<file path="src/rtl/slt_ram.sv">
`timescale 1ns / 1ps

module slt_ram #(
  parameter int WIDTH = 32,
  parameter int DEPTH = 128,
  localparam int AW = (DEPTH > 1) ? $clog2(DEPTH) : 1
) (
  input  logic             clk,
  input  logic             wr_en,
  input  logic [AW-1:0]    wr_addr,
  input  logic [WIDTH-1:0] wr_data,
  input  logic [AW-1:0]    rd_addr,
  output logic [WIDTH-1:0] rd_data
);

  logic [WIDTH-1:0] mem [DEPTH];

  // Write port, registered read port
  always_ff @(posedge clk) begin
    if (wr_en) begin
      mem[wr_addr] <= wr_data;
    end
    rd_data <= mem[rd_addr];
  end

endmodule

</file>
<file path="config.mk">
export PLATFORM = sky130hd
export DESIGN_NAME = slt_ram
export DESIGN_NICKNAME = d
export VERILOG_FILES = /design/src/rtl/slt_ram.sv
export SDC_FILE = /design/constraint.sdc
export NUM_CORES = 2
export LEC_CHECK = 0
export ABC_AREA = 1
export ABC_CLOCK_PERIOD_IN_PS = 3200
export BUFFER_PORTS_ARGS = -buffer_cell sky130_fd_sc_hd__buf_2
export CAP_MARGIN = 20
export CELL_PAD_IN_SITES_DETAIL_PLACEMENT = 1
export CELL_PAD_IN_SITES_GLOBAL_PLACEMENT = 2
export CORE_ASPECT_RATIO = 0.6
export CORE_MARGIN = 1.5
export CORE_UTILIZATION = 45
export CTS_CLUSTER_SIZE = 12
export DETAILED_ROUTE_END_ITERATION = 6
export PLACE_DENSITY = 0.9
export SYNTH_ARGS = -nofsm -noshare
export SYNTH_HDL_FRONTEND = slang
export SYNTH_SLANG_ARGS = --single-unit
</file>
<file path="constraint.sdc">
create_clock -name clk -period 3.2 [get_ports clk]
set_input_delay 0.48 -clock clk [delete_from_list [all_inputs] [get_ports clk]]
set_output_delay 0.48 -clock clk [all_outputs]
set_load 0.05 [all_outputs]
</file>
### After elaboration in Yosys (flattened, before gate mapping)

Memory sizes are Yosys's and may differ from the RTL's. A register that Yosys moved wholly into a read port is not among the register bits.
Index checks and enable logic that the tools add are counted.

| storage, ports and cells | value |
|---|---|
| flip-flop bits (word level) | 0 |
| memory bits (writable) | 4096 |
| memories | 1 |
| latch bits | 0 |
| bits in read-only memories | 0 |
| word-level logic and storage cells | 3 |

| cells by class | value |
|---|---|
| equality and inequality tests | 0 |
| add/subtract/negate cells | 0 |
| bitwise operators | 0 |
| $lt $le $gt $ge | 0 |
| div/mod/pow operators | 0 |
| multipliers | 0 |
| reduce and logical (&&, ||, !) cells | 0 |
| muxes and demuxes | 2 |
| shifts and indexed selects | 0 |

Memories:

| memory | depth | bits a word | rd ports | clocked after memory_dff | wr ports | RTL line | source |
|---|---|---|---|---|---|---|---|
| mem | 128 | 32 | 1 | 1 | 1 | 16 | `logic [WIDTH-1:0] mem [DEPTH];` |

Operators with widths:

| cell | count |
|---|---|
| $mux 1 | 2 |

### Logic depth before layout (Yosys ltp)

| logic depth | value |
|---|---|
| depth after elaboration | 2 |
| depth in mapped cells | 13 |
| gate-level depth less buffers | 9 |

### Worst setup path before layout

Ideal clock, no wire load.

| timing | value |
|---|---|
| kind | input to register |
| start | input wr_en |
| end | memory mem[105][0] (enable) |
| stages on the path | 4 |
| path slack | 0.322 ns |
| arrival | 2.457 ns |
| path through | clkbuf_1 > nand2_1 > clkbuf_1 > nor2_1 |

| on the way | value |
|---|---|
| longest elaborated chain between the ends | 2 |

Ends and longest elaborated chain:

| item | RTL line | source |
|---|---|---|
| start, declared | 9 | `input logic wr_en,` |
| $mux 1 | 20 | `if (wr_en) begin` |
| $mux 1 (implied by the code) | 21 | `mem[wr_addr] <= wr_data;` |
| end, declared | 16 |  |

No other way between the ends.

### Worst setup path in the final report

| timing | value |
|---|---|
| start | register rd_data[11] (read register of mem) |
| end | output rd_data[11] |

RTL lines:

| item | RTL line | source |
|---|---|---|
| start, declared | 13 | `output logic [WIDTH-1:0] rd_data` |

No word-level cell between the ends.

==> impl_metrics.py <==
metrics = {
    "outcome": {
        "outcome": "finished, final reports clean",
    },
    "synth": {
        "syn_avg_cell_area_sq_um": 12.3,
        "postSynthCellCount": 13400,
        "synth_area_sq_um": 165000,
        "synth_area_leaders": "edfxtp_1 (75%), nand3_1 (12%), nand2_1 (9.5%)",
        "syn-num-nets": 13400,
        "synth-seq-cells": 4128,
        "yosysWarnings": 0,
        "yosysTopAreaCellShare": 0.747,
        "seq_area_frac_synth": 0.751,
        "ys_types": 15,
        "synth_top_area_cell": "edfxtp_1",
    },
    "clock_network": {
        "clk_pin_slew_ns": 0.06,
        "cts_buffers": 392,
        "post_cts_resized": 0,
        "clk_latency_ns": 0.96,
        "cts_sinks": 4128,
        "cts_root_buf": "clkbuf_16",
        "htreeDepth": 5,
        "clock_path_buffers": 4,
        "cts_tree": "done",
    },
    "detailed_routing": {
        "initialDrtViolationCount": 17200,
        "wire_per_inst_um": 32.0,
        "first_pass_iters": 6,
        "vias_per_cell": 6.30,
        "antenna_left": 0,
        "drc": 0,
        "num_vias": 118000,
        "routed_wirelength_mm": 598,
    },
    "setup_path": {
        "cp_top_family": "flip-flops",
        "reg2reg_setup_slack_ns": 1.00,
        "r2r_cells": 8,
        "crit_slowest_cell": "dfxtp_1",
        "r2r_end": "rd_data[28]",
        "startpoint_type": "flip-flop",
        "r2r_start": "mem[113][28]",
        "crit_buf_inv": 1,
        "cp_max_fo": 4,
        "crit_chain": "buf_2",
        "cp-end-kind": "output port",
        "crit_arrival_ns": 2.19,
        "max_stage_delay_ns": 0.81,
        "crit_type": "reg2out",
        "crit_required_ns": 2.72,
    },
    "die": {
        "num_rows": 171,
        "die-width_um": 784,
        "core_area_sq_um": 363000,
        "io_pins": 80,
        "start_util": 0.454,
        "die_y_um": 472,
        "dieArea_sq_um": 370000,
    },
    "cells_and_area": {
        "fill_cells": 36700,
        "layout_commonest_cell": "nand2_1",
        "final_util": 0.517,
        "drive_gt1_frac": 0.0990,
        "mostFrequentLayoutCells": "nand2_1 (4,143), edfxtp_1 (4,096), nand3_1 (4,035)",
        "area_delta_synth_final_pct": 13.9,
        "fin_nets": 13700,
        "fin_area_sq_um": 188000,
    },
    "global_routing": {
        "grt_pass1_wl_mm": 855,
        "grtUsageTotal": 0.317,
        "antenna_found_initial": 61,
        "grt_max_degree": 129,
        "grt_pass1_vias": 120000,
        "overflow": 0,
    },
    "power_and_ir_drop": {
        "irDropWorstVdd_mv": 0.657,
        "p_leak_uw": 0.0649,
        "powerDensity_nw_per_um2": 593,
    },
    "sta": {
        "slew_headroom": 0.234,
        "period_needed_ns": 2.67,
        "rsz0062_at_grt": "false",
        "report.final.setup_viol": 0,
        "fmax_ghz": 0.374,
        "fin_ws_ns": 0.528,
        "slew_violations": 0,
        "skew_ns": 0.0450,
        "whs_ns": 0.0413,
        "worst_pin_slew_ns": 1.15,
        "final_hold_viol_count": 0,
        "fin_crit_sh": 0.835,
    },
    "place": {
        "pre_cts_slack_ns": -0.0526,
        "routabilityCongestion": 0.919,
        "placed_cell_area_sq_um": 177000,
        "portBuffers": 79,
        "hpwl_mm": 350,
    },
    "job": {
        "max_cap_violations": 0,
    },
    "hold_path": {
        "hold_end": "mem[45][26]",
        "min_path_cells": 1,
        "hold_path.startpoint": "wr_data[26]",
        "hold_path_class": "in2reg",
    },
}
-- flip-flops by register name, indices dropped and copies added (netlist names) --
register and flops:
mem 4096, rd_data 32
-- through the flow --
step | total power, uW | instances | TNS (ns)
4_1_cts | 111000 | 18700 | 0
2_1_floorplan | 64700 | 13400 | 0
3_5_place_dp | 69300 | 18100 | -0.118
6_report | 111000 | 18700 | 0
3_3_place_gp | 69000 | 18100 | -0.0656
5_1_grt | 113000 | 18700 | 0
-- routing by layer --
metal  vias to the layer above  global-route usage  part of all wire
met5                         -                   0           0.00032
met4                        26               0.122             0.041
met3                      1324              0.0901              0.14
met2                      7873               0.465              0.43
met1                     60100               0.450              0.39
li1                      48400                   -                 -
-- power breakdown --
| part | internal [uW] | switching [uW] | leakage, uW |
|---|---|---|---|
| clock network | 22600 | 20100 | 0.00518 |
| logic | 2090 | 6490 | 0.0226 |
| registers | 59700 | 219 | 0.0371 |
-- cell type report --
class                           instances  area, sq um  area share
Tap cell                             4844         6060      0.0323
Multi-Input combinational cell       8328        37300       0.199
Antenna cell                           26         65.1    0.000347
Sequential cell                      4128       124000       0.659
Inverter                               24          143    0.000760
Clock inverter                         25          225     0.00120
Clock buffer                          515        10500      0.0558
Timing Repair Buffer                  810         9690      0.0517
-- worst max path at each step --
stage,startpoint,endpoint,cells past startpoint
floorplan,wr_en,mem[105][0],4
global placement,rd_addr[2],rd_data[28],10
detailed placement,rd_addr[0],rd_data[4],12
CTS,rd_data[4],rd_data[4],1
global route,rd_data[4],rd_data[4],1
finish,rd_data[11],rd_data[11],1
-- cells by family (layout without fill, tap and decap cells) --
kind of cell | after synthesis | in the layout | share of synthesized area
flip-flops | 4128 | 4128 | 0.751
other | 0 | 26 | 0
buffers and inverters | 933 | 1374 | 0.0284
AND/OR/NAND/NOR | 8328 | 8328 | 0.221
-- what timing repair did --
item                      in CTS  in global routing
hold endpoints to repair      19                  0
hold buffers                   4                  0
setup buffers                  0                  0
-- synth_stat cells --
cell type / instances
buf_1: 100
inv_2: 2
inv_4: 2
buf_4: 86
buf_8: 1
nor2_1: 134
buf_2: 602
buf_6: 11
inv_1: 20
nand3_1: 4035
nand2_1: 4151
edfxtp_1: 4096
clkbuf_1: 109
dfxtp_1: 32
nor3_1: 8
(Power assumes the default switching activity.)
